**config.mk**
```make
export PLATFORM = sky130hd
export DESIGN_NAME = arpl_cell
export DESIGN_NICKNAME = d
export VERILOG_FILES = /design/src/sv/arpl_pkg.sv /design/src/sv/arpl_cell.sv
export SDC_FILE = /design/constraint.sdc
export NUM_CORES = 1
export LEC_CHECK = 0
export ABC_CLOCK_PERIOD_IN_PS = 2400
export BUFFER_PORTS_ARGS = -buffer_cell sky130_fd_sc_hd__buf_2
export CAP_MARGIN = 15
export CORE_AREA = 2 2 82 84
export CTS_BUF_LIST = sky130_fd_sc_hd__clkbuf_4
export CTS_CLUSTER_DIAMETER = 40
export CTS_CLUSTER_SIZE = 10
export DETAILED_ROUTE_END_ITERATION = 12
export DIE_AREA = 0 0 84 86
export PLACE_DENSITY = 0.79
export SETUP_SLACK_MARGIN = 0.1
export SLEW_MARGIN = 20
export SYNTH_ARGS = -nofsm -noshare
export SYNTH_HDL_FRONTEND = slang
export SYNTH_SLANG_ARGS = --single-unit
```
**constraint.sdc**
```tcl
create_clock -name clk_i -period 2.4 [get_ports clk_i]
set_clock_uncertainty 0.2 [all_clocks]
set_input_delay 0.48 -clock clk_i [delete_from_list [all_inputs] [get_ports clk_i]]
set_output_delay 0.48 -clock clk_i [all_outputs]
set_load 0.02 [all_outputs]
```
**src/sv/arpl_pkg.sv**
```systemverilog
// ----------------------------------------------------------------------------
// ARP learning table package
// Shared types and constants for the ARP reply learning table.
// ----------------------------------------------------------------------------
`default_nettype none

package arpl_pkg;

  // Default table depth
  localparam int TABLE_ENTRIES_DEF = 64;

  // Field widths of the command and result transactions
  localparam int OPCODE_W = 16;
  localparam int IPV4_W   = 32;
  localparam int HW_W     = 48;
  localparam int SLOT_W   = 6;
  localparam int COUNT_W  = 7;

  // ARP operation code of a reply
  localparam logic [OPCODE_W-1:0] OPCODE_REPLY = 16'd2;

  // Configuration register indexes
  localparam int CFG_IDX_W = 4;
  localparam logic [CFG_IDX_W-1:0] CFG_GATEWAY = 4'd0;
  localparam logic [CFG_IDX_W-1:0] CFG_LOCAL   = 4'd1;

  // Result status codes
  typedef enum logic [2:0] {
    ST_NOT_REPLY = 3'd0,
    ST_LOCAL     = 3'd1,
    ST_DUPLICATE = 3'd2,
    ST_NEW       = 3'd3,
    ST_GW_INSERT = 3'd4,
    ST_GW_UPDATE = 3'd5,
    ST_FULL      = 3'd6
  } status_e;

  // Controller states
  typedef enum logic {
    CTRL_IDLE,
    CTRL_SCAN
  } ctrl_state_e;

  // Command transaction
  typedef struct packed {
    logic [OPCODE_W-1:0] arp_opcode;
    logic [IPV4_W-1:0]   sender_ipv4;
    logic [HW_W-1:0]     sender_hw;
  } cmd_t;

  // Result transaction
  typedef struct packed {
    status_e            status;
    logic [SLOT_W-1:0]  slot;
    logic [COUNT_W-1:0] entry_count;
  } result_t;

  // Search token flags passed from cell to cell
  typedef struct packed {
    logic valid;
    logic found;
    logic free_found;
  } scan_flags_t;

endpackage

`default_nettype wire

```
**src/sv/arpl_cell.sv**
```systemverilog
// ----------------------------------------------------------------------------
// ARP learning table cell
// Holds one table entry and one stage of the search token. The token is
// compared against the entry and handed to the next cell every cycle.
// ----------------------------------------------------------------------------
`default_nettype none

module arpl_cell #(
  parameter int IDX_W    = 6,
  parameter int CELL_IDX = 0
) (
  input  wire logic                         clk_i,
  input  wire logic                         rst_ni,
  // token from the previous cell
  input  wire arpl_pkg::scan_flags_t        tok_flags_i,
  input  wire logic [arpl_pkg::IPV4_W-1:0]  tok_ip_i,
  input  wire logic [IDX_W-1:0]             tok_found_slot_i,
  input  wire logic [IDX_W-1:0]             tok_free_slot_i,
  // token to the next cell
  output arpl_pkg::scan_flags_t             tok_flags_o,
  output logic [arpl_pkg::IPV4_W-1:0]       tok_ip_o,
  output logic [IDX_W-1:0]                  tok_found_slot_o,
  output logic [IDX_W-1:0]                  tok_free_slot_o,
  // broadcast write
  input  wire logic                         wr_en_i,
  input  wire logic                         wr_ins_i,
  input  wire logic [IDX_W-1:0]             wr_slot_i,
  input  wire logic [arpl_pkg::IPV4_W-1:0]  wr_ip_i,
  input  wire logic [arpl_pkg::HW_W-1:0]    wr_hw_i
);

  localparam logic [IDX_W-1:0] MY_IDX = IDX_W'(CELL_IDX);

  logic                        valid_q;
  logic [arpl_pkg::IPV4_W-1:0] ip_q;
  logic [arpl_pkg::HW_W-1:0]   hw_q;

  arpl_pkg::scan_flags_t       flags_d, flags_q;
  logic [IDX_W-1:0]            found_slot_d, found_slot_q;
  logic [IDX_W-1:0]            free_slot_d, free_slot_q;
  logic [arpl_pkg::IPV4_W-1:0] tok_ip_q;

  logic match;
  logic here;

  assign match = tok_flags_i.valid && valid_q && (ip_q == tok_ip_i);
  assign here  = wr_en_i && (wr_slot_i == MY_IDX);

  // Token update: lowest match and lowest free slot win
  always_comb begin
    flags_d      = tok_flags_i;
    found_slot_d = tok_found_slot_i;
    free_slot_d  = tok_free_slot_i;
    if (match && !tok_flags_i.found) begin
      flags_d.found = 1'b1;
      found_slot_d  = MY_IDX;
    end
    if (!valid_q && !tok_flags_i.free_found) begin
      flags_d.free_found = 1'b1;
      free_slot_d        = MY_IDX;
    end
  end

  // Token stage, control part
  always_ff @(posedge clk_i or negedge rst_ni) begin
    if (!rst_ni) begin
      flags_q <= '0;
    end else begin
      flags_q <= flags_d;
    end
  end

  // Token stage, payload part
  always_ff @(posedge clk_i) begin
    tok_ip_q     <= tok_ip_i;
    found_slot_q <= found_slot_d;
    free_slot_q  <= free_slot_d;
  end

  // Entry valid mark
  always_ff @(posedge clk_i or negedge rst_ni) begin
    if (!rst_ni) begin
      valid_q <= 1'b0;
    end else if (here && wr_ins_i) begin
      valid_q <= 1'b1;
    end
  end

  // Entry payload
  always_ff @(posedge clk_i) begin
    if (here) begin
      hw_q <= wr_hw_i;
      if (wr_ins_i) begin
        ip_q <= wr_ip_i;
      end
    end
  end

  assign tok_flags_o      = flags_q;
  assign tok_ip_o         = tok_ip_q;
  assign tok_found_slot_o = found_slot_q;
  assign tok_free_slot_o  = free_slot_q;

endmodule

`default_nettype wire

```
==> results.md, run 1 <==
* Outcome: complete, no violations
* Die width at 84 um
* Routability cong. at 0.734
* Worst slew margin at 76.1%
* Worst slew pin tran at 357 ps
* Nets at slightly below 500
* Cell taking the most area after synthesis: edfxtp_1
* Worst-path fanout max at 7
* First-iteration detailed-routing DRC count at 46
* DRC viols at 0
* Routed Antenna Nets at 0
* I/O Buffers at 135
* Arrival time at the worst endpoint at around 2300 ps
* CTS tree: built
* Num rows at 29
* Number of diodes at 0
* Layout cells sized above 1 at ~45%
* Count leader, synth: dfxtp_1
* Synth top area share at 38.2%
* Top cells by count, synth: dfxtp_1, edfxtp_1, xor2_1
* Global-route wire length before repair at about 9000 um
* Power per cell area at 653 mW/mm^2
* CP Capture Type: flip-flop
* Vias/cell at 4.34
* Root buf cell: clkbuf_4
* Max Slew Vio Count at 0
* Clk Latency, worst-skew pair at 410 ps
* Core Util, Final at 61.3%
* Setup ws final at 191 ps
* Register bit total from synthesis at 80
* DP HPWL at 4020 um
* H-Tree Level Count at 3
* Startpoint type of the worst setup path: input pin
* Worst hold path class: in2reg
* Vias in the first global route at a little under 2,000
* WS Path Type: in2reg
* Area growth syn-to-layout at 52.9%
* RSZ-0062 raised after global routing: no
* Seq/Total Area, Yosys at 77.1%
* Post-Layout Cell Count at 428
* YS warnings at 0
* Synthesized instance count at 161
* CTS max path bufs at 2
* Final hold vios at 0
* Post-Route WL at approximately 5700 um
* FFs w/ async S/R, synth at 5.00%
* Top Ports at 184
* Worst EP required at 2500 ps
* Cell area after layout at 0.00385 mm^2
* Starting Density at around 40%
* Maximum clock frequency at approximately 450 MHz
* Fin crit share at 92.1%
* EDFF count, synth at 32
* Final Setup Violations at 0
* Ys flop type: dfxtp_1
* Main area contributors after synthesis: edfxtp_1, dfxtp_1, xor2_1
* Die Y at 86 um
* Minimum clock period at about 2200 ps
* Leakage at 1.73 nW
* Worst-path clk slew at approximately 120 ps
* Number of library cell types mapped by synthesis at 25
* Hold slack at 35.2 ps
* Mapped Nets at 298
* Max-cap violations at 0
* Aggregate global routing overflow at 0
* CTS Sinks at 80
* Core area at 0.00628 mm^2
* Initial antenna violation count at 0
* Die Area at 0.00722 mm^2
* Drt pass-1 iters at 5
* Fill count at 517
* GRT Total Usage at 16.6%
* Via count at 1,859
* Placed cell count at 374
* Drt wl/cell at ~13 um
* Syn_area_per_cell at 15.6 um^2
* Total chip power at 2.51 mW
* Maximum VDD drop at 0.431 mV
* Placement-stage cell area at 0.00333 mm^2
* R2R setup slack at 410 ps
* Post-Place Setup Slack at 22.5 ps
* Setup TNS at 0 ps
* Largest net degree at the start of global routing at 34
* Cts bufs inserted at 9
* Post-synthesis instance area at 0.00252 mm^2
[layout by cell type, fill, tap and decap left out, types with 2 or more instances in the layout]
cell type      synthesis  final
nand2_1                2      2
a21boi_0               6      4
edfxtp_1              32     32
xor2_1                16     16
a21boi_1               0      2
o2111a_1               4      4
dlygate4sd3_1          0     37
nand2b_1              13     13
nor2b_1                9      9
nand4_1                3      3
buf_2                  0    135
nor4_4                 1      2
inv_1                 10     10
xnor2_1                2      2
clkbuf_4               0     11
nor4_1                 4      2
clkinv_2               0      2
dfrtp_1                4      4
dfxtp_1               44     44
clkinv_1               0      2
[metal layers]
layer	routed length (um)	GRT usage, %	up-vias
li1	-	-	934
met1	2050	16.0	833
met2	3130	31.8	83
met3	408	5.77	9
met4	89	7.04	0
met5	0	0	-
[kinds of logic (layout without fill, tap and decap cells)]
group                  after synthesis  in the layout  synth area share, %
XOR/XNOR                            18             18                 6.26
AND/OR/NAND/NOR                     38             38                 9.69
buffers and inverters               10            200                 1.49
AO/OA/AOI/OAI                       15             15                 5.42
flip-flops                          80             80                 77.1
[critical path, stage by stage]
cell	delay, ps
dlygate4sd3_1	530
buf_2	130
xor2_1	150
nor4_1	300
nand3_1	210
nor4_4	230
buf_4	180
a21boi_0	100
[report_power, final]
group	leakage [nW]	switching, mW	internal (mW)
Combinational	0.955	0.137	0.145
Clock	0.0757	0.428	0.332
Sequential	0.704	0.0121	1.46
[sequential cells by signal (all words and copies together), names as in the netlist]
| signal | cells |
|---|---|
| ip_q | 32 |
| tok_flags_o | 3 |
| tok_found_slot_o | 6 |
| tok_free_slot_o | 6 |
| tok_ip_o | 32 |
| valid_q | 1 |
[final cells by class]
| type | count | area, um^2 | share of cell area [%] |
|---|---|---|---|
| Multi-Input combinational cell | 71 | 569 | 14.8 |
| Inverter | 10 | 37.5 | 0.975 |
| Timing Repair Buffer | 174 | 1070 | 27.9 |
| Tap cell | 77 | 96.3 | 2.50 |
| Clock buffer | 11 | 82.6 | 2.15 |
| Sequential cell | 80 | 1940 | 50.5 |
| Clock inverter | 5 | 47.5 | 1.24 |
[final timing paths]
| path | start | endpoint | cells after the start |
|---|---|---|---|
| setup / recovery | tok_ip_i[5] | tok_found_slot_o[1] | 8 |
| hold / removal | wr_ip_i[2] | ip_q[2] | 1 |
| setup reg to reg | ip_q[17] | tok_found_slot_o[1] | 6 |
| hold reg to reg | valid_q | tok_flags_o[0] | 1 |
| max in group asynchronous | rst_ni | tok_flags_o[2] | 2 |
| min in group asynchronous | rst_ni | tok_flags_o[0] | 2 |
[timing repair]
item / in CTS / in global routing
setup endpoints to repair: 0 / 7
hold endpoints to repair: 37 / 3
hold buffers: 34 / 3
buffers inserted: 0 / 1
resized for setup: 0 / 4
Power figures use the tool's default switching activity.
==> run 2: changes to the inputs <==
--- a/config.mk
+++ b/config.mk
@@ -5,7 +5,7 @@
 export SDC_FILE = /design/constraint.sdc
 export NUM_CORES = 1
 export LEC_CHECK = 0
-export ABC_CLOCK_PERIOD_IN_PS = 2400
+export ABC_CLOCK_PERIOD_IN_PS = 2100
 export BUFFER_PORTS_ARGS = -buffer_cell sky130_fd_sc_hd__buf_2
 export CAP_MARGIN = 15
 export CORE_AREA = 2 2 82 84
@@ -14,7 +14,7 @@
 export CTS_CLUSTER_SIZE = 10
 export DETAILED_ROUTE_END_ITERATION = 12
 export DIE_AREA = 0 0 84 86
-export PLACE_DENSITY = 0.79
+export PLACE_DENSITY_LB_ADDON = 0.1
 export SETUP_SLACK_MARGIN = 0.1
 export SLEW_MARGIN = 20
 export SYNTH_ARGS = -nofsm -noshare
==> constraint.sdc (replaced) <==
create_clock -name clk_i -period 2.1 [get_ports clk_i]
set_clock_uncertainty 0.2 [all_clocks]
set_input_delay 0.42 -clock clk_i [delete_from_list [all_inputs] [get_ports clk_i]]
set_output_delay 0.42 -clock clk_i [all_outputs]
set_load 0.02 [all_outputs]
==> results.md, run 2 (same netlist as run 1, synthesis figures left out) <==
* Die Y at 86 um
* Cts bufs inserted at 9
* Commonest non-fill, non-tap cell in the layout: buf_2
* Arrival time at the worst endpoint at approximately 2100 ps
* Worst EP required at 2210 ps
* Starting Density at about 40%
* I/O Buffers at roughly 140
* Worst-path fanout max at 7
* Largest net degree at the start of global routing at 34
* Final Setup Violations at 0
* Vias/cell at 4.38
* RSZ-0062 raised after global routing: no
* Number of diodes at 0
* Slowest cell on crit path: dlygate4sd3_1
* Worst R2R Path Depth at 6
* WS Path Type: in2reg
* Max Slew Vio Count at 0
* Die width at about 84 um
* CTS Sinks at 80
* Initial antenna violation count at 0
* Post-Place Setup Slack at -26.2 ps
* Busiest grt layer: met2
* Fin crit share at 93.5%
* M3 GR Usage at 4.43%
* Drt pass-1 iters at 4
* Power per cell area at 718 mW/mm^2
* Outcome: complete, no violations
* Setup TNS at 0 ps
* Post-Route WL at roughly 6000 um
* Global-route wire length before repair at 9360 um
* Max-cap violations at 0
* Worst-path clk slew at 120 ps
* Layout cells sized above 1 at ~42%
* Hold depth at 2
* DRC viols at 0
* Met1 GRT Util at 18.1%
* DP HPWL at 3850 um
* Nets at approximately 520
* Worst slew margin at 76.8%
* Largest stage delay, worst path at 540 ps
* H-Tree Level Count at 3
* CTS max path bufs at 2
* R2R setup slack at 150 ps
* Final hold vios at 0
* Via count at between 2,000 and 2,500
* Worst hold path class: in2reg
* Num rows at 29
* CP Capture Type: flip-flop
* M2 GR Usage at 31.4%
* Die Area at 0.00722 mm^2
* Vias in the first global route at 2,085
* Leakage at roughly 1.9 nW
* GRT Total Usage at 17.1%
* CTS tree: built
* Minimum clock period at 1960 ps
* First-iteration detailed-routing DRC count at between 40 and 50
* Maximum clock frequency at between 500 and 600 MHz
* Routability cong. at 0.732
* Clk Latency, worst-skew pair at 410 ps
* Startpoint type of the worst setup path: input pin
* Routed Antenna Nets at 0
* Maximum VDD drop at 0.493 mV
* Root buf cell: clkbuf_4
* Drt wl/cell at 12.9 um
* Setup ws final at roughly 140 ps
* Area growth syn-to-layout at 69.1%
* Aggregate global routing overflow at 0
* Post-CTS setup buffers at 0
* Worst slew pin tran at 347 ps
* Critical path, cell by cell: dlygate4sd3_1 > buf_2 > xor2_1 > nor3_1 > nand3_1 > nor4_4 > buf_6 > a21boi_1
* Core area at 0.00628 mm^2
* Most frequent cells in the layout: buf_2, dlygate4sd3_1, dfxtp_1
* Top Ports at 184
-- run 2: final cells by class --
type | instances | area, um^2
fillers | 489 | 2020
clock inverters | 6 | 82.6
repair buffers | 208 | 1430
well taps | 77 | 96.3
flip-flops and latches | 80 | 1940
clock buffers | 10 | 75.1
inverters | 10 | 37.5
multi-input cells | 71 | 596
-- run 2: worst max-delay path: cells and delay by family --
family / cells / cell delay [ps]
buf+inv: 3 / 840
compound gates: 1 / 60
xor+xnor: 1 / 150
simple gates: 3 / 600
-- run 2: stage by stage --
stage                     hold WS [ps]  power [mW]  cell area [um^2]  cells  util, %
after detailed placement          29.1        1.98              3340    375     53.1
after floorplan                  -75.6        1.83              2540    161        -
after CTS                         1.81        3.07              4190    461     66.8
final                             23.1        3.06              4260    462     67.8
after global routing              1.99        3.17              4260    462     67.8
after global placement            28.9        1.98              3340    375     53.1
-- run 2: routing by layer --
metal	wire, um	up-vias	part of all wire (%)
met5	0	-	0
met3	334	10	5.6
met2	3080	81	51
li1	-	1001	-
met4	120	0	2.0
met1	2440	933	41
-- run 2: repair_timing --
action | in CTS | in global routing
hold buffers | 70 | 1
setup endpoints to repair | 0 | 7
hold endpoints to repair | 73 | 1
gates resized for setup | 0 | 18
-- run 2: path summary, 6_finish.rpt --
| path | from | end |
|---|---|---|
| max | tok_ip_i[1] | tok_found_slot_o[4] |
| min | tok_free_slot_i[2] | tok_free_slot_o[2] |
| max reg2reg | ip_q[12] | tok_found_slot_o[4] |
| min reg2reg | valid_q | tok_flags_o[0] |
| max in group asynchronous | rst_ni | valid_q |
| min in group asynchronous | rst_ni | tok_flags_o[1] |
-- run 2: power breakdown --
group	leakage [nW]	total (mW)	switching, mW	internal [mW]
clock network	0.0844	0.996	0.504	0.492
logic	1.14	0.379	0.168	0.211
registers	0.704	1.68	0.0142	1.67
==> run 3: changes to the inputs <==
--- a/config.mk
+++ b/config.mk
@@ -5,15 +5,16 @@
 export SDC_FILE = /design/constraint.sdc
 export NUM_CORES = 1
 export LEC_CHECK = 0
+export ABC_AREA = 1
 export ABC_CLOCK_PERIOD_IN_PS = 2100
 export BUFFER_PORTS_ARGS = -buffer_cell sky130_fd_sc_hd__buf_2
 export CAP_MARGIN = 15
-export CORE_AREA = 2 2 82 84
+export CORE_AREA = 2 2 83 85
 export CTS_BUF_LIST = sky130_fd_sc_hd__clkbuf_4
 export CTS_CLUSTER_DIAMETER = 40
 export CTS_CLUSTER_SIZE = 10
 export DETAILED_ROUTE_END_ITERATION = 12
-export DIE_AREA = 0 0 84 86
+export DIE_AREA = 0 0 85 87
 export PLACE_DENSITY_LB_ADDON = 0.1
 export SETUP_SLACK_MARGIN = 0.1
 export SLEW_MARGIN = 20
==> results.md, run 3 <==
* Largest net degree at the start of global routing at 34
* Ys flop type: dfxtp_1
* Worst-path fanout max at 6
* CP bufs+invs at 4
* Routability cong. at a little over 0.7
* Die Y at roughly 87 um
* Layout cells sized above 1 at 33.4%
* Worst path depth at 13
* H-Tree Level Count at 3
* CTS tree: built
* R2R setup slack at 490 ps
* CP dominant cell by count: nand2_1
* Syn_area_per_cell at 10.2 um^2
* CTS Sinks at 80
* Aggregate global routing overflow at 0
* Post-synthesis instance area at about 0.0027 mm^2
* GRT Total Usage at 16.8%
* Worst hold path class: in2async
* Starting Density at approximately two fifths
* Total chip power at 3.09 mW
* Slowest cell on crit path: dlygate4sd3_1
* CP Capture Type: flip-flop
* Max Slew Vio Count at 0
* YS warnings at 0
* Routed Antenna Nets at 0
* Startpoint type of the worst setup path: input pin
* Worst slew margin at 75.0%
* Nets at roughly 630
* Final Setup Violations at 0
* Die Area at around 0.0074 mm^2
* WS Path Type: in2reg
* Cts bufs inserted at 9
* Area growth syn-to-layout at 66.6%
* Num rows at 30
* Clk Latency, worst-skew pair at 410 ps
* Power per cell area at 686 mW/mm^2
* Drt pass-1 iters at 4
* Mapped Nets at roughly 400
* Worst-path clk slew at 120 ps
* Via count at about 2,400
* Arrival time at the worst endpoint at 1990 ps
* Synth top area share at about 36%
* Reg2reg end: tok_found_slot_o[0]
* Top Ports at 184
* CP Launch Point: tok_ip_i[8]
* Commonest non-fill, non-tap cell in the layout: buf_2
* FFs w/ async S/R, synth at 5.00%
* Drt wl/cell at 10.8 um
* Vias/cell at about 4.1
* Die width at about 85 um
* Largest stage delay, worst path at 530 ps
* Initial antenna violation count at 0
* Critical Path Sink: tok_found_slot_o[0]
* EDFF count, synth at 32
* Cell taking the most area after synthesis: edfxtp_1
* First-iteration detailed-routing DRC count at 34
* DRC viols at 0
* RR Startpoint: ip_q[15]
* Top cells by count, synth: nand2_1, inv_1, dfxtp_1
* Critical path, cell by cell: dlygate4sd3_1 > buf_2 > inv_1 > nand2_1 > nand2_1 > nor2_1 > nand2_1 > nor2_2 > nand2_1 > nor2_4 > nand3_4 > nand2_1 > inv_1
* Count leader, synth: nand2_1
* Root buf cell: clkbuf_4
* I/O Buffers at 135
* Post-Place Setup Slack at roughly 310 ps
* Worst slew pin tran at between 300 and 400 ps
* Most frequent cells in the layout: buf_2, dlygate4sd3_1, nand2_1
* Minimum clock period at about 1900 ps
* Core area at 0.00657 mm^2
* Main area contributors after synthesis: edfxtp_1, dfxtp_1, nand2_1
* Seq/Total Area, Yosys at 71.9%
* CP top delay family: simple AND/OR/NAND/NOR gates
* Max-cap violations at 0
* Vias in the first global route at 2,207
* Final hold vios at 0
* Number of library cell types mapped by synthesis at 18
* RSZ-0062 raised after global routing: no
* Worst EP required at 2230 ps
* CTS max path bufs at 2
* DP HPWL at 4040 um
* Global-route wire length before repair at 9380 um
* Leakage at 2.27 nW
* Hold slack at 139 ps
* Outcome: complete, no violations
* Post-Route WL at 6250 um
* Setup ws final at 235 ps
* Register bit total from synthesis at 80
* Maximum VDD drop at 0.736 mV
* Synthesized instance count at 265
* Number of diodes at 0
* Maximum clock frequency at 536 MHz
* Fin crit share at approximately 89%
* Worst R2R Path Depth at 10
==> run 3: worst register-to-register path, delay by kind of cell (launching register included) <==
kind          cells  cell delay [ps]
simple gates      9              870
buf+inv           1               40
flops             1              430
==> run 3: how the worst min path moves through the flow <==
| stage | start | to | slack [ps] | depth (start not counted) |
|---|---|---|---|---|
| floorplan | rst_ni | tok_flags_o[0] | -80 | 0 |
| global placement | rst_ni | tok_flags_o[2] | 30 | 1 |
| detailed placement | rst_ni | tok_flags_o[2] | 30 | 1 |
| CTS | rst_ni | tok_flags_o[2] | 100 | 2 |
| global route | rst_ni | tok_flags_o[1] | 100 | 2 |
| finish | rst_ni | tok_flags_o[2] | 140 | 2 |
==> run 3: area by class of cell <==
cell class	instances	area (um^2)
Fill cell	500	2070
Sequential cell	80	1940
Timing Repair Buffer	216	1500
Multi-Input combinational cell	129	598
Inverter	56	210
Tap cell	80	100
Clock inverter	6	81.3
Clock buffer	10	75.1
==> run 3: kinds of logic after synthesis <==
kind of cell / count (synthesis) / synth area share (%)
simple gates: 117 / 17.1
flops: 80 / 71.9
buf+inv: 56 / 7.78
compound gates: 6 / 1.30
xor+xnor: 6 / 1.94
==> run 3: metrics by stage <==
stage / cell area (um^2) / utilization [%] / instances / TNS (ps)
after detailed placement: 3530 / 53.8 / 481 / 0
after floorplan: 2740 / - / 265 / -4600
after global routing: 4500 / 68.6 / 577 / 0
after CTS: 4490 / 68.3 / 577 / 0
final: 4500 / 68.6 / 577 / 0
after global placement: 3530 / 53.8 / 481 / 0
==> run 3: repair_timing <==
item                                   in CTS  in global routing
endpoints found under the hold margin      83                  0
hold buffers                               80                  0
buffers inserted                            0                  0
resized for setup                           0                  3
setup endpoints to repair                   0                  6
==> run 3: metal layers <==
layer  vias to the layer above  part of all wire (%)  global-route usage (%)
li1                       1249                     -                       -
met1                      1030                    40                    18.1
met2                        89                    52                    30.3
met3                        11                   5.7                    3.79
met4                         0                   2.1                    9.38
met5                         -                     0                       0
==> run 3: power by group <==
part | internal, mW | switching (mW)
Sequential | 1.67 | 0.0140
Clock | 0.494 | 0.513
Combinational | 0.219 | 0.183
Total | 2.38 | 0.710
