File: src/sv/arpl_pkg.sv
// ----------------------------------------------------------------------------
// ARP learning table package
// Shared types and constants for the ARP reply learning table.
// ----------------------------------------------------------------------------
`default_nettype none

package arpl_pkg;

  // Default table depth
  localparam int TABLE_ENTRIES_DEF = 64;

  // Field widths of the command and result transactions
  localparam int OPCODE_W = 16;
  localparam int IPV4_W   = 32;
  localparam int HW_W     = 48;
  localparam int SLOT_W   = 6;
  localparam int COUNT_W  = 7;

  // ARP operation code of a reply
  localparam logic [OPCODE_W-1:0] OPCODE_REPLY = 16'd2;

  // Configuration register indexes
  localparam int CFG_IDX_W = 4;
  localparam logic [CFG_IDX_W-1:0] CFG_GATEWAY = 4'd0;
  localparam logic [CFG_IDX_W-1:0] CFG_LOCAL   = 4'd1;

  // Result status codes
  typedef enum logic [2:0] {
    ST_NOT_REPLY = 3'd0,
    ST_LOCAL     = 3'd1,
    ST_DUPLICATE = 3'd2,
    ST_NEW       = 3'd3,
    ST_GW_INSERT = 3'd4,
    ST_GW_UPDATE = 3'd5,
    ST_FULL      = 3'd6
  } status_e;

  // Controller states
  typedef enum logic {
    CTRL_IDLE,
    CTRL_SCAN
  } ctrl_state_e;

  // Command transaction
  typedef struct packed {
    logic [OPCODE_W-1:0] arp_opcode;
    logic [IPV4_W-1:0]   sender_ipv4;
    logic [HW_W-1:0]     sender_hw;
  } cmd_t;

  // Result transaction
  typedef struct packed {
    status_e            status;
    logic [SLOT_W-1:0]  slot;
    logic [COUNT_W-1:0] entry_count;
  } result_t;

  // Search token flags passed from cell to cell
  typedef struct packed {
    logic valid;
    logic found;
    logic free_found;
  } scan_flags_t;

endpackage

`default_nettype wire

File: src/sv/arpl_ctrl.sv
// ----------------------------------------------------------------------------
// ARP learning table controller
// Classifies each command, launches the search token for replies that need a
// search, and on its return decides the status and issues any table write.
// ----------------------------------------------------------------------------
`default_nettype none

module arpl_ctrl #(
  parameter int TABLE_ENTRIES = arpl_pkg::TABLE_ENTRIES_DEF,
  parameter int IDX_W         = $clog2(TABLE_ENTRIES),
  parameter int CNT_W         = $clog2(TABLE_ENTRIES + 1)
) (
  input  wire logic                         clk_i,
  input  wire logic                         rst_ni,
  // command
  input  wire logic                         start_i,
  output logic                              busy_o,
  input  wire arpl_pkg::cmd_t               cmd_i,
  // configuration values
  input  wire logic [arpl_pkg::IPV4_W-1:0]  gateway_i,
  input  wire logic [arpl_pkg::IPV4_W-1:0]  local_i,
  // token launch
  output arpl_pkg::scan_flags_t             inj_flags_o,
  // token return from the last cell
  input  wire arpl_pkg::scan_flags_t        last_flags_i,
  input  wire logic [IDX_W-1:0]             last_found_slot_i,
  input  wire logic [IDX_W-1:0]             last_free_slot_i,
  // broadcast write
  output logic                              wr_en_o,
  output logic                              wr_ins_o,
  output logic [IDX_W-1:0]                  wr_slot_o,
  output logic [arpl_pkg::IPV4_W-1:0]       wr_ip_o,
  output logic [arpl_pkg::HW_W-1:0]         wr_hw_o,
  // result
  output logic                              done_o,
  output arpl_pkg::result_t                 result_o
);

  localparam int SLOT_W  = arpl_pkg::SLOT_W;
  localparam int COUNT_W = arpl_pkg::COUNT_W;

  arpl_pkg::ctrl_state_e       state_d, state_q;
  logic [CNT_W-1:0]            filled_d, filled_q;
  logic                        done_d, done_q;
  arpl_pkg::result_t           res_d, res_q;
  logic [arpl_pkg::IPV4_W-1:0] ip_d, ip_q;
  logic [arpl_pkg::HW_W-1:0]   hw_d, hw_q;
  logic                        gw_d, gw_q;
  logic                        inject;
  logic [CNT_W-1:0]            filled_inc;

  assign filled_inc = filled_q + CNT_W'(1);

  // Next state, decision and write command
  always_comb begin
    state_d   = state_q;
    filled_d  = filled_q;
    done_d    = 1'b0;
    res_d     = res_q;
    ip_d      = ip_q;
    hw_d      = hw_q;
    gw_d      = gw_q;
    inject    = 1'b0;
    wr_en_o   = 1'b0;
    wr_ins_o  = 1'b0;
    wr_slot_o = '0;
    unique case (state_q)
      arpl_pkg::CTRL_IDLE: begin
        if (start_i) begin
          ip_d = cmd_i.sender_ipv4;
          hw_d = cmd_i.sender_hw;
          res_d.slot        = '0;
          res_d.entry_count = COUNT_W'(filled_q);
          if (cmd_i.arp_opcode != arpl_pkg::OPCODE_REPLY) begin
            res_d.status = arpl_pkg::ST_NOT_REPLY;
            done_d       = 1'b1;
          end else if (cmd_i.sender_ipv4 == gateway_i) begin
            gw_d    = 1'b1;
            inject  = 1'b1;
            state_d = arpl_pkg::CTRL_SCAN;
          end else if (cmd_i.sender_ipv4 == local_i) begin
            res_d.status = arpl_pkg::ST_LOCAL;
            done_d       = 1'b1;
          end else begin
            gw_d    = 1'b0;
            inject  = 1'b1;
            state_d = arpl_pkg::CTRL_SCAN;
          end
        end
      end
      arpl_pkg::CTRL_SCAN: begin
        if (last_flags_i.valid) begin
          state_d = arpl_pkg::CTRL_IDLE;
          done_d  = 1'b1;
          res_d.slot        = '0;
          res_d.entry_count = COUNT_W'(filled_q);
          if (last_flags_i.found) begin
            // known address: gateway refreshes its MAC, others are duplicates
            res_d.slot = SLOT_W'(last_found_slot_i);
            if (gw_q) begin
              res_d.status = arpl_pkg::ST_GW_UPDATE;
              wr_en_o      = 1'b1;
              wr_slot_o    = last_found_slot_i;
            end else begin
              res_d.status = arpl_pkg::ST_DUPLICATE;
            end
          end else if (last_flags_i.free_found) begin
            // new address into the lowest free slot
            res_d.status      = gw_q ? arpl_pkg::ST_GW_INSERT : arpl_pkg::ST_NEW;
            res_d.slot        = SLOT_W'(last_free_slot_i);
            res_d.entry_count = COUNT_W'(filled_inc);
            filled_d          = filled_inc;
            wr_en_o           = 1'b1;
            wr_ins_o          = 1'b1;
            wr_slot_o         = last_free_slot_i;
          end else begin
            res_d.status = arpl_pkg::ST_FULL;
          end
        end
      end
      default: state_d = arpl_pkg::CTRL_IDLE;
    endcase
  end

  // Control registers
  always_ff @(posedge clk_i or negedge rst_ni) begin
    if (!rst_ni) begin
      state_q  <= arpl_pkg::CTRL_IDLE;
      filled_q <= '0;
      done_q   <= 1'b0;
    end else begin
      state_q  <= state_d;
      filled_q <= filled_d;
      done_q   <= done_d;
    end
  end

  // Payload registers
  always_ff @(posedge clk_i) begin
    res_q <= res_d;
    ip_q  <= ip_d;
    hw_q  <= hw_d;
    gw_q  <= gw_d;
  end

  assign busy_o      = (state_q == arpl_pkg::CTRL_SCAN);
  assign inj_flags_o = '{valid: inject, found: 1'b0, free_found: 1'b0};
  assign wr_ip_o     = ip_q;
  assign wr_hw_o     = hw_q;
  assign done_o      = done_q;
  assign result_o    = res_q;

  // Checks
  a_done_not_busy: assert property (@(posedge clk_i) disable iff (!rst_ni)
    done_q |-> !busy_o)
    else $error("result strobe while a search is still running");

  a_filled_bound: assert property (@(posedge clk_i) disable iff (!rst_ni)
    filled_q <= CNT_W'(TABLE_ENTRIES))
    else $error("entry count beyond table depth");

  a_token_in_scan: assert property (@(posedge clk_i) disable iff (!rst_ni)
    last_flags_i.valid |-> state_q == arpl_pkg::CTRL_SCAN)
    else $error("search token returned outside a scan");

  a_full_means_full: assert property (@(posedge clk_i) disable iff (!rst_ni)
    (done_q && res_q.status == arpl_pkg::ST_FULL) |-> filled_q == CNT_W'(TABLE_ENTRIES))
    else $error("full status with free slots left");

endmodule

`default_nettype wire

File: config.mk
export PLATFORM = sky130hd
export DESIGN_NAME = arpl_ctrl
export DESIGN_NICKNAME = d
export VERILOG_FILES = /design/src/sv/arpl_pkg.sv /design/src/sv/arpl_ctrl.sv
export SDC_FILE = /design/constraint.sdc
export NUM_CORES = 1
export LEC_CHECK = 0
export ABC_AREA = 1
export BUFFER_PORTS_ARGS = -buffer_cell sky130_fd_sc_hd__buf_2
export CAP_MARGIN = 20
export CORE_MARGIN = 4
export CORE_UTILIZATION = 40
export DETAILED_ROUTE_END_ITERATION = 16
export PLACE_DENSITY = 0.8
export REMOVE_ABC_BUFFERS = 1
export SLEW_MARGIN = 20
export SYNTH_ARGS = -nofsm -noshare
export SYNTH_HDL_FRONTEND = slang
export SYNTH_SLANG_ARGS = --single-unit
File: constraint.sdc
create_clock -name clk_i -period 3.7 [get_ports clk_i]
set_input_delay 0.37 -clock clk_i [delete_from_list [all_inputs] [get_ports clk_i]]
set_output_delay 0.37 -clock clk_i [all_outputs]
set_load 0.01 [all_outputs]
==> summary.md, run 1 <==
| Metric | Value |
|---|---|
| Outcome | completed |
| Crit Reg-Reg Startpoint | busy_o |
| Core region area | between 10000 and 15000 um^2 |
| Synth-to-Final Area Change | 36.28% |
| TNS Setup | 0 ns |
| Beginning of the critical path | busy_o |
| Flops & latches, synth | 106 |
| Fill cells | between 1000 and 1500 |
| Grt ovf | 0 |
| CTS root buffer | sky130_fd_sc_hd__clkbuf_16 |
| Detail Route Antenna Nets | 0 |
| Worst setup path class | reg2out |
| Period utilization | approximately three quarters |
| Count of TritonRoute iterations in the first routing pass | 7 |
| Buffers added on ports | approximately 280 |
| Worst hold path startpoint | cmd_i[40] |
| Highest ir drop seen on vdd | approximately 0.19 mV |
| Floorplan row count | between 40 and 50 |
| Synthesized instance count | 556 |
| Max-capacitance violation count | 0 |
| Post-synthesis average cell area | 9.447 um^2 |
| Count of different cell masters after synthesis | 28 |
| Critical Path Source Type | flop |
| Initial antenna violation count | 0 |
| Number of buffers inserted during clock tree synthesis | 9 |
| Path type of the worst min-delay path | in2reg |
| Critical path fanouts, max | between 40 and 50 |
| CP most frequent cell | sky130_fd_sc_hd__inv_1 |
| Final estimated routing congestion in global placement | 0.8317 |
| Sequential standard cell area | 3138 um^2 |
| Post-route DRC | 0 |
| Starting Density | 41.29% |
| Sort of element at the end of the critical path | primary output |
| Detailed Route WL | roughly 15 mm |
| Cell Area, Synth | 5253 um^2 |
| Register clock-pin slew on the reported worst setup and hold paths | roughly 0.07 ns |
| Synth warnings | 0 |
| Post-detailed-placement half-perimeter wirelength | between 10 and 15 mm |
| Width of the die | between 100 and 150 um |
| Maximum clock path buffer count | 2 |
| Number of vias per cell | 4.445 |
| Arrival time of the worst setup path | around 2.4 ns |
| Net count of the finished layout | 1025 |
| Setup repair after global routing missed its margin | false |
| Critical Path Max Stage Delay | 0.58 ns |
| Number of pins exceeding their max-slew limit in the final report | 0 |
| PwrDens | 377.5 nW/um^2 |
| Sequential-to-total area share from yosys stat | 59.74% |
| Routed wirelength normalized by instance count | around 15 um |
| Critical path, cell by cell | inv_1 -> nand2_1 -> clkinv_2 -> nand3_1 -> inv_1 -> buf_2 |
| Die outline area | around 15000 um^2 |
| Area of combinational cells with multiple inputs | approximately 1700 um^2 |
| Leakage power summed over all cells | roughly 3.6 nW |
| Min Clock Period, post-route | 2.763 ns |
| Global-route met3 utilization | 5.806% |
| Height of the die | between 100 and 150 um |
| Number of vias in the routed layout | about 4500 |
| Violation count after the first detailed-routing iteration | 240 |
| Total number of H-tree levels | 3 |
| Achievable Freq | about 0.36 GHz |
| Vias in the first global route | 4269 |
| Slew at the pin closest to its max-slew limit | between 0.7 and 0.8 ns |
| Final setup viols | 0 |
| Ratio of cells with drive above 1 in the final layout | 37.02% |
| Utilization after layout | between 50% and 60% |
| Largest net degree at the start of global routing | 42 |
| Worst-Skew Late Latency | ~0.35 ns |
| Relative slew slack | between 40% and 50% |
| Sinks on Clock Net | about 110 |
| Antenna cells | 0 |
| CTS tree | built |
| Number of hold-slack violations in the final timing report | 0 |
| Met1 capacity usage during global routing | ~22% |
| Most frequent standard cell in the layout excluding fill and tap cells | sky130_fd_sc_hd__buf_2 |
| Global-route total usage across every layer | between 10% and 20% |
| Most Used Layer, Global Route | met2 |
| Overall power consumption | 2.702 mW |
| I/O pin count | ~290 |
| Required time of the critical path | 3.33 ns |
| Wire length of the first global-routing pass | between 20 and 25 mm |
| Quantity of gates resized following cts | 0 |
| Top library cells by usage in the layout, fill and taps aside | sky130_fd_sc_hd__buf_2 (284), sky130_fd_sc_hd__nand2_1 (178), sky130_fd_sc_hd__edfxtp_1 (97), sky130_fd_sc_hd__inv_1 (81), sky130_fd_sc_hd__nor2_1 (80) |
| Clock Skew | 0.006805 ns |
| Slowest-stage cell, CP | sky130_fd_sc_hd__clkinv_2 |
| Met2 routing resource usage after global routing | between 30% and 40% |
==> layout make-up <==
cell class | instances | area share [%]
Tap cell | 172 | 3.006
Inverter | 87 | 4.615
Sequential cell | 106 | 43.84
Multi-Input combinational cell | 356 | 24.33
Timing Repair Buffer | 286 | 20.28
Clock inverter | 6 | 0.7341
Clock buffer | 10 | 3.199
==> synthesized netlist by cell type (all sizes together) <==
cell type	instances	area, um^2
xnor2	35	306.5
o21ai	4	20.02
nand2	179	674.4
o31ai	1	7.510
ha	1	12.51
inv	87	329.1
conb	1	3.750
nand4	6	50.04
buf	6	40.04
edfxtp	97	2913
nor2	84	362.9
nand3	4	20.02
dfrtp	9	225.2
xor2	17	156.4
nand3b	1	7.510
and2	1	6.260
nor3	10	55.05
a21oi	11	55.05
clkbuf	2	7.510
==> flip-flops by register name, indices dropped and copies added, names as in the netlist <==
register / flops
result_o: 16
done_o: 1
wr_hw_o: 48
busy_o: 1
gw_q: 1
filled_q: 7
wr_ip_o: 32
==> metrics by stage <==
step / std cells / setup WS [ns] / hold WS (ns) / area, um^2
after floorplan: 549 / 0.3818 / 0.07441 / 5209
after global placement: 1006 / 1.311 / 0.2447 / 6867
after detailed placement: 1006 / 1.223 / 0.2437 / 6867
after CTS: 1023 / 0.8377 / 0.1776 / 7158
after global routing: 1023 / 0.6814 / 0.1724 / 7158
final: 1023 / 0.9368 / 0.1921 / 7158
==> worst max-delay path, delay by kind of cell, from the launching register on <==
family / cells / cell delay, ns
buffers and inverters: 4 / 1.03
AND/OR/NAND/NOR: 2 / 0.61
flip-flops: 1 / 0.39
==> per-layer routing <==
metal | part of all wire [%] | vias to the layer above | wire (um)
met5 | 0 | - | 0
met4 | 2.6 | 0 | 392
met3 | 10 | 28 | 1526
met2 | 51 | 208 | 7664
met1 | 37 | 2004 | 5558
li1 | - | 2307 | -
==> cell families (layout without fill, tap and decap cells) <==
kind of cell	count (synthesis)	count (layout)	share of synthesized area [%]
other	1	2	0.07139
AND/OR/NAND/NOR	285	285	22.39
buffers and inverters	95	389	7.170
XOR/XNOR	52	52	8.814
AO/OA/AOI/OAI	16	16	1.572
flip-flops	106	106	59.74
adder cells (fa/ha/maj)	1	1	0.2382
==> power breakdown <==
part	total (mW)	switching, mW	internal, mW
Combinational	0.408	0.232	0.175
Clock	0.903	0.438	0.465
Sequential	1.39	0.0180	1.37
==> what timing repair did <==
item	CTS	global route
buffers inserted	0	0
hold buffers	1	0
hold endpoints to repair	9	0
endpoints found under the setup margin	0	0
==> final timing paths <==
kind / to / slack, ns / cells after the start
max in group asynchronous: filled_q[6] / 3.09 / 2
max: inj_flags_o[2] / 0.94 / 6
min reg2reg: filled_q[4] / 0.52 / 1
min in group asynchronous: filled_q[3] / 0.41 / 2
max reg2reg: gw_q / 1.50 / 5
min: wr_hw_o[40] / 0.19 / 1
(Power assumes the default switching activity.)
==> run 2: changes to the inputs <==
--- a/config.mk
+++ b/config.mk
@@ -11,7 +11,7 @@
 export CORE_MARGIN = 4
 export CORE_UTILIZATION = 40
 export DETAILED_ROUTE_END_ITERATION = 16
-export PLACE_DENSITY = 0.8
+export PLACE_DENSITY = 0.83
 export REMOVE_ABC_BUFFERS = 1
 export SLEW_MARGIN = 20
 export SYNTH_ARGS = -nofsm -noshare
==> constraint.sdc (replaced) <==
create_clock -name clk_i -period 2.47 [get_ports clk_i]
set_input_delay 0.247 -clock clk_i [delete_from_list [all_inputs] [get_ports clk_i]]
set_output_delay 0.247 -clock clk_i [all_outputs]
set_load 0.01 [all_outputs]
==> run 2 against run 1 <==
Combinational power grew 54%. Die area is the same. Sequential power grew 50%. Clock skew is essentially flat. Routed wire length grew 3.6%. Hold slack lost 0.13 ns. Core utilization grew 0.48 points. Final area grew 0.86%. Critical path depth is the same.
==> summary.md, run 2 (synthesis gave the netlist of run 1 again) <==
| Metric | Value |
|---|---|
| Critical path, cell by cell | inv_1 -> nand2_1 -> clkinv_2 -> nand3_1 -> inv_1 -> buf_2 |
| Fill cells | 1138 |
| Sinks on Clock Net | roughly 110 |
| I/O pin count | 287 |
| Critical Path Source Type | flop |
| Violation count after the first detailed-routing iteration | roughly 240 |
| Worst Slack Setup Final | about 0.38 ns |
| Slew at the pin closest to its max-slew limit | ~0.58 ns |
| Cell depth of the worst min-delay path | 1 |
| Detail Route Antenna Nets | 0 |
| Grt ovf | 0 |
| Period utilization | 84.68% |
| Layout Cells excl Fill | a little over 1000 |
| Max-capacitance violation count | 0 |
| Switching share of power | 26.65% |
| CTS root buffer | sky130_fd_sc_hd__clkbuf_16 |
| Design internal power | around 3 mW |
| Area of combinational cells with multiple inputs | around 1700 um^2 |
| Most Used Layer, Global Route | met2 |
| Post-CTS setup repair buffer count | 0 |
| Height of the die | 122.6 um |
| Proportion of power drawn by the clock network | about a third |
| Register clock-pin slew on the reported worst setup and hold paths | roughly 0.08 ns |
| Final-layout worst hold slack | between 0.06 and 0.07 ns |
| Proportion of power drawn by flip-flops and latches | about half |
| Setup repair after global routing missed its margin | false |
| Highest ir drop seen on vdd | 0.3517 mV |
| Net switching power of the design | about 1.1 mW |
| Number of placed cells counting well taps | a little over 1000 |
| Die outline area | ~15000 um^2 |
| Min Clock Period, post-route | 2.092 ns |
| Vias in the first global route | 4493 |
| Global-route total usage across every layer | between 20% and 30% |
| Initial antenna violation count | 0 |
| Synth-to-Final Area Change | 37.45% |
| Total number of H-tree levels | 3 |
| Slowest-stage cell, CP | sky130_fd_sc_hd__dfrtp_1 |
| Crit Reg-Reg Startpoint | filled_q[0] |
| CTS tree | built |
| Post-route DRC | 0 |
| Detailed Route WL | between 15 and 20 mm |
| Final estimated routing congestion in global placement | ~0.8 |
| Number of pins exceeding their max-slew limit in the final report | 0 |
| Worst-Skew Late Latency | 0.36 ns |
| Routed wirelength normalized by instance count | between 15 and 20 um |
| R2R cell count | 6 |
| Sequential standard cell area | between 3000 and 4000 um^2 |
| Required time of the critical path | approximately 2.2 ns |
| Leakage power summed over all cells | roughly 3.6 nW |
| Pre-CTS WS | 0.6542 ns |
| CP most frequent cell | sky130_fd_sc_hd__inv_1 |
| Critical Path Max Stage Delay | ~0.40 ns |
| Relative slew slack | roughly three fifths |
| Most frequent standard cell in the layout excluding fill and tap cells | sky130_fd_sc_hd__buf_2 |
| Number of vias per cell | approximately 4.5 |
| Maximum clock path buffer count | 2 |
| Number of hold-slack violations in the final timing report | 0 |
| Net count of the finished layout | 1030 |
| FF-to-FF End | result_o[6] |
| Endpoint of the worst hold-timing path | wr_hw_o[19] |
| Floorplan row count | between 40 and 50 |
| Achievable Freq | around 0.48 GHz |
| Starting Density | about two fifths |
| Reg-to-reg slack, setup | 0.81 ns |
| Post-detailed-placement half-perimeter wirelength | 13.20 mm |
| Met1 capacity usage during global routing | a little under a quarter |
| Logic gate share of total power | roughly 15% |
| Number of hold-repair buffers added at the cts stage | 1 |
| Path type of the worst min-delay path | in2reg |
| Number of flip-flops in the largest register | between 40 and 50 |
| Sort of element at the end of the critical path | primary output |
| Antenna cells | 0 |
| Worst hold path startpoint | cmd_i[19] |
| Global-route met3 utilization | about 5.9% |
| Arrival time of the worst setup path | about 1.8 ns |
| Overall power consumption | 4.154 mW |
| Final setup viols | 0 |
| Critical path fanouts, max | 28 |
| Number of vias in the routed layout | between 4000 and 5000 |
| Core region area | 12720 um^2 |
| Met2 routing resource usage after global routing | ~38% |
| Ratio of cells with drive above 1 in the final layout | between 30% and 40% |
| PwrDens | 575.4 nW/um^2 |
| Width of the die | about 120 um |
| Clock Skew | between 0.006 and 0.007 ns |
| Quantity of gates resized following cts | 0 |
| Number of buffers inserted during clock tree synthesis | 9 |
| Worst setup path class | reg2out |
| Largest net degree at the start of global routing | 32 |
| Top library cells by usage in the layout, fill and taps aside | sky130_fd_sc_hd__buf_2 (284), sky130_fd_sc_hd__nand2_1 (178), sky130_fd_sc_hd__edfxtp_1 (97), sky130_fd_sc_hd__inv_1 (81), sky130_fd_sc_hd__nor2_1 (80) |
| Outcome | completed |
| Buffers added on ports | between 200 and 300 |
| Count of TritonRoute iterations in the first routing pass | 4 |
| Wire length of the first global-routing pass | 23.07 mm |
run 2: cell count changes in the layout (fill, tap and decap cells not counted):
cell,delta
sky130_fd_sc_hd__buf_4,+5
sky130_fd_sc_hd__clkbuf_1,-1
sky130_fd_sc_hd__clkinv_4,-3
sky130_fd_sc_hd__clkinv_8,+2
sky130_fd_sc_hd__clkinvlp_4,-1
sky130_fd_sc_hd__inv_6,+2
sky130_fd_sc_hd__inv_8,+1
run 2: per-layer routing:
layer	wire, um	share of wire [%]	vias to the layer above
met5	0	0	-
met4	206	1.3	0
met3	1367	8.7	14
met2	8209	52	186
met1	5904	38	2079
li1	-	-	2316
run 2: worst max path at each step:
stage	end	cells after the start	start	slack, ns
6_report	inj_flags_o[2]	6	busy_o	0.38
5_1_grt	inj_flags_o[2]	6	busy_o	0.21
4_1_cts	inj_flags_o[2]	6	busy_o	0.31
3_5_place_dp	inj_flags_o[2]	11	cmd_i[71]	0.65
3_3_place_gp	inj_flags_o[2]	11	cmd_i[71]	0.66
2_1_floorplan	inj_flags_o[2]	5	busy_o	-0.73
run 2: power by group through the flow:
| stage | Combinational [mW] | Clock, mW | Sequential [mW] |
|---|---|---|---|
| 5_1_grt | 0.699 | 1.56 | 2.09 |
| 3_3_place_gp | 0.617 | 0 | 2.12 |
| 4_1_cts | 0.637 | 1.49 | 2.09 |
| 3_5_place_dp | 0.633 | 0 | 2.13 |
| 2_1_floorplan | 0.235 | 0 | 2.17 |
| 6_report | 0.627 | 1.44 | 2.08 |
run 2: through the flow:
stage	setup TNS, ns	util, %	area (um^2)
2_1_floorplan	-35.97	-	5209
3_3_place_gp	0	54.27	6904
3_5_place_dp	0	54.27	6904
4_1_cts	0	56.75	7219
5_1_grt	0	56.75	7219
6_report	0	56.75	7219
run 2: worst max-delay path, delay by kind of cell, from the launching register on:
family / cells / cell delay, ns
buf+inv: 4 / 0.66
flops: 1 / 0.40
simple gates: 2 / 0.42
run 2: final cells by class:
type | instances | share of cell area (%)
Sequential cell | 106 | 43.47
Inverter | 87 | 4.575
Timing Repair Buffer | 291 | 20.62
Clock buffer | 9 | 3.120
Tap cell | 172 | 2.981
Clock inverter | 7 | 1.109
Multi-Input combinational cell | 356 | 24.12
==> run 3: changes to the inputs <==
--- a/config.mk
+++ b/config.mk
@@ -5,13 +5,13 @@
 export SDC_FILE = /design/constraint.sdc
 export NUM_CORES = 1
 export LEC_CHECK = 0
-export ABC_AREA = 1
+export ABC_AREA = 0
 export BUFFER_PORTS_ARGS = -buffer_cell sky130_fd_sc_hd__buf_2
 export CAP_MARGIN = 20
 export CORE_MARGIN = 4
 export CORE_UTILIZATION = 40
 export DETAILED_ROUTE_END_ITERATION = 16
-export PLACE_DENSITY = 0.83
+export PLACE_DENSITY = 0.84
 export REMOVE_ABC_BUFFERS = 1
 export SLEW_MARGIN = 20
 export SYNTH_ARGS = -nofsm -noshare
==> constraint.sdc (replaced) <==
create_clock -name clk_i -period 2.1 [get_ports clk_i]
set_input_delay 0.21 -clock clk_i [delete_from_list [all_inputs] [get_ports clk_i]]
set_output_delay 0.21 -clock clk_i [all_outputs]
set_load 0.01 [all_outputs]
==> run 3 against run 2 <==
Core utilization up 2.4 points. Flip-flop and latch count is the same. Sequential share of layout area rose by 5.7 points. Count of clock-buffer cells in the layout stayed put. Sequential power is 17% higher. First-iteration DRC count decreased by 20%. Register-to-register slack worse by 0.24 ns. Clock skew rose by 0.0097 ns. Cell count shrank 27%. Clock power is 22% lower. Die area fell by 15%.
==> summary.md, run 3 <==
| Metric | Value |
|---|---|
| Outcome | completed |
| Max-capacitance violation count | 0 |
| Maximum clock path buffer count | 2 |
| Path type of the worst min-delay path | in2reg |
| Global-route total usage across every layer | between 20 and 25% |
| Sort of element at the end of the critical path | primary output |
| Period utilization | between 90% and 100% |
| Initial antenna violation count | 0 |
| Number of buffers inserted during clock tree synthesis | 9 |
| Number of vias in the routed layout | approximately 3600 |
| Reg-to-reg slack, setup | around 0.57 ns |
| Routed wirelength normalized by instance count | between 15 and 20 um |
| Cell types occupying the most area after synthesis | sky130_fd_sc_hd__edfxtp_1 (66%), sky130_fd_sc_hd__xnor2_1 (8.1%), sky130_fd_sc_hd__xor2_1 (7.0%) |
| Synth-to-Final Area Change | 44.89% |
| Proportion of netlist area held by the largest area contributor | between 60 and 70% |
| I/O pin count | around 290 |
| Number of hold-slack violations in the final timing report | 0 |
| Number of flip-flops in the largest register | 48 |
| Net count of the finished layout | 781 |
| Highest ir drop seen on vdd | between 0.4 and 0.5 mV |
| Buffers added on ports | ~280 |
| Top library cells by usage in the layout, fill and taps aside | sky130_fd_sc_hd__buf_2 (284), sky130_fd_sc_hd__edfxtp_1 (97), sky130_fd_sc_hd__xnor2_1 (41), sky130_fd_sc_hd__xor2_1 (35), sky130_fd_sc_hd__nand2_1 (29) |
| Worst Slack Setup Final | 0.08729 ns |
| Die outline area | between 10000 and 15000 um^2 |
| Ys flop type | sky130_fd_sc_hd__edfxtp_1 |
| Final estimated routing congestion in global placement | 0.8893 |
| Overall power consumption | about 4.2 mW |
| CTS root buffer | sky130_fd_sc_hd__clkbuf_8 |
| Most frequent cells after synthesis | sky130_fd_sc_hd__edfxtp_1 (97), sky130_fd_sc_hd__xnor2_1 (41), sky130_fd_sc_hd__xor2_1 (35), sky130_fd_sc_hd__nand2_1 (29) |
| Post-route DRC | 0 |
| Combinational family with the most area after synthesis | XOR/XNOR gates |
| Critical Path Source Type | primary input |
| Fraction of registers with async set or reset after synthesis | 8.491% |
| Beginning of the critical path | cmd_i[65] |
| Clock Skew | 0.01662 ns |
| CTS tree | built |
| Worst-Skew Late Latency | 0.36 ns |
| Number of vias per cell | between 4 and 5 |
| Core region area | 10790 um^2 |
| Utilization after layout | approximately 60% |
| Grt ovf | 0 |
| Compound-gate portion of the synthesized area | under 10% |
| Height of the die | 113.0 um |
| Final setup viols | 0 |
| Adder and majority cell fraction of the synthesized area | 0.2839% |
| Leakage power summed over all cells | ~2.9 nW |
| Worst setup path class | in2out |
| Post-synthesis mux area share | less than 1% |
| Flops & latches, synth | roughly 110 |
| R2R cell count | 6 |
| PwrDens | ~650 nW/um^2 |
| Post-synthesis average cell area | around 15 um^2 |
| Antenna cells | 0 |
| Count of flip-flops with a built-in enable after synthesis | between 90 and 100 |
| Ratio of cells with drive above 1 in the final layout | between 50% and 60% |
| Total number of H-tree levels | 3 |
| Floorplan row count | 38 |
| Vias in the first global route | about 3700 |
| Detail Route Antenna Nets | 0 |
| Quantity of gates resized following cts | 0 |
| Synthesized instance count | 290 |
| Library cell with the highest instance count after synthesis | sky130_fd_sc_hd__edfxtp_1 |
| Post-detailed-placement half-perimeter wirelength | about 11 mm |
| Achievable Freq | approximately 0.5 GHz |
| Critical path fanouts, max | 3 |
| Post-synthesis simple-gate area fraction | under 10% |
| Register clock-pin slew on the reported worst setup and hold paths | 0.10 ns |
| Violation count after the first detailed-routing iteration | 187 |
| Most frequent standard cell in the layout excluding fill and tap cells | sky130_fd_sc_hd__buf_2 |
| Pre-CTS WS | -0.01943 ns |
| Detailed Route WL | approximately 14 mm |
| Setup repair after global routing missed its margin | false |
| Number of pins exceeding their max-slew limit in the final report | 0 |
| Sinks on Clock Net | 106 |
| Post-synth top area cell | sky130_fd_sc_hd__edfxtp_1 |
| Starting Density | between 40 and 50% |
| Synth warnings | 0 |
| CP Capture Point | inj_flags_o[2] |
| Wire length of the first global-routing pass | slightly below 20 mm |
| Sequential-to-total area share from yosys stat | a little over 70% |
| Width of the die | about 110 um |
| Post-Synth XOR/XNOR Area | between 10% and 20% |
| FF-to-FF End | result_o[14] |
| Arrival time of the worst setup path | ~1.8 ns |
| Required time of the critical path | around 1.9 ns |
| Largest net degree at the start of global routing | 46 |
| Count of TritonRoute iterations in the first routing pass | 6 |
| Cell Area, Synth | 4407 um^2 |
| Crit Reg-Reg Startpoint | busy_o |
| Min Clock Period, post-route | approximately 2.0 ns |
| Count of different cell masters after synthesis | 28 |
[run 3: worst max-delay path, cell delays in order]
cell and delay (ns):
sky130_fd_sc_hd__buf_2 0.13, sky130_fd_sc_hd__xor2_1 0.16, sky130_fd_sc_hd__nor4_1 0.31, sky130_fd_sc_hd__buf_4 0.18, sky130_fd_sc_hd__nand4_1 0.12, sky130_fd_sc_hd__o211a_1 0.29, sky130_fd_sc_hd__nor3_1 0.20, sky130_fd_sc_hd__buf_2 0.18
[run 3: worst min path at each step]
stage | start | endpoint | cells after the start
CTS | cmd_i[24] | wr_hw_o[24] | 1
detailed placement | rst_ni | filled_q[2] | 1
global placement | rst_ni | filled_q[0] | 1
finish | cmd_i[5] | wr_hw_o[5] | 1
global route | cmd_i[5] | wr_hw_o[5] | 1
floorplan | rst_ni | busy_o | 0
[run 3: final cells by class]
| cell class | instances | area (um^2) |
|---|---|---|
| Fill cell | 886 | 4408 |
| Tap cell | 140 | 175.2 |
| Clock buffer | 9 | 123.9 |
| Timing Repair Buffer | 309 | 1672 |
| Inverter | 3 | 12.51 |
| Sequential cell | 106 | 3138 |
| Multi-Input combinational cell | 173 | 1214 |
| Clock inverter | 7 | 50.05 |
[run 3: power breakdown]
part,internal (mW),switching (mW)
clock,0.440,0.683
combinational,0.294,0.321
sequential,2.41,0.0278
[run 3: repair_timing]
item | 4_1_cts | 5_1_grt
setup endpoints to repair | 0 | 1
hold buffers | 7 | 8
endpoints found under the hold margin | 15 | 8
setup buffers | 0 | 0
[run 3: layer usage]
layer / vias to the layer above / track usage (%) / wire length (um)
met3: 21 / 5.348 / 1217
met5: - / 0 / 0
met4: 0 / 7.131 / 274
met1: 1748 / 23.96 / 4987
li1: 1668 / - / -
met2: 200 / 36.57 / 7067
[run 3: cell families (layout without fill, tap and decap cells)]
kind of cell             count (synthesis)  after routing
flip-flops                             106            106
AND/OR/NAND/NOR                         73             73
AO/OA/AOI/OAI                           19             19
multiplexers                             2              2
buffers and inverters                   12            328
XOR/XNOR                                76             76
adder cells (fa/ha/maj)                  1              1
other                                    1              2
[run 3: per-stage QoR]
step / instance area, um^2 / hold slack, ns / cells / TNS, ns
detailed placement: 6061 / 0.06821 / 716 / -0.01943
global placement: 6061 / 0.06615 / 716 / 0
CTS: 6305 / 0.002626 / 739 / 0
floorplan: 4363 / -0.08559 / 282 / -69.06
finish: 6385 / 0.02856 / 747 / 0
global route: 6385 / 0.0002942 / 747 / 0
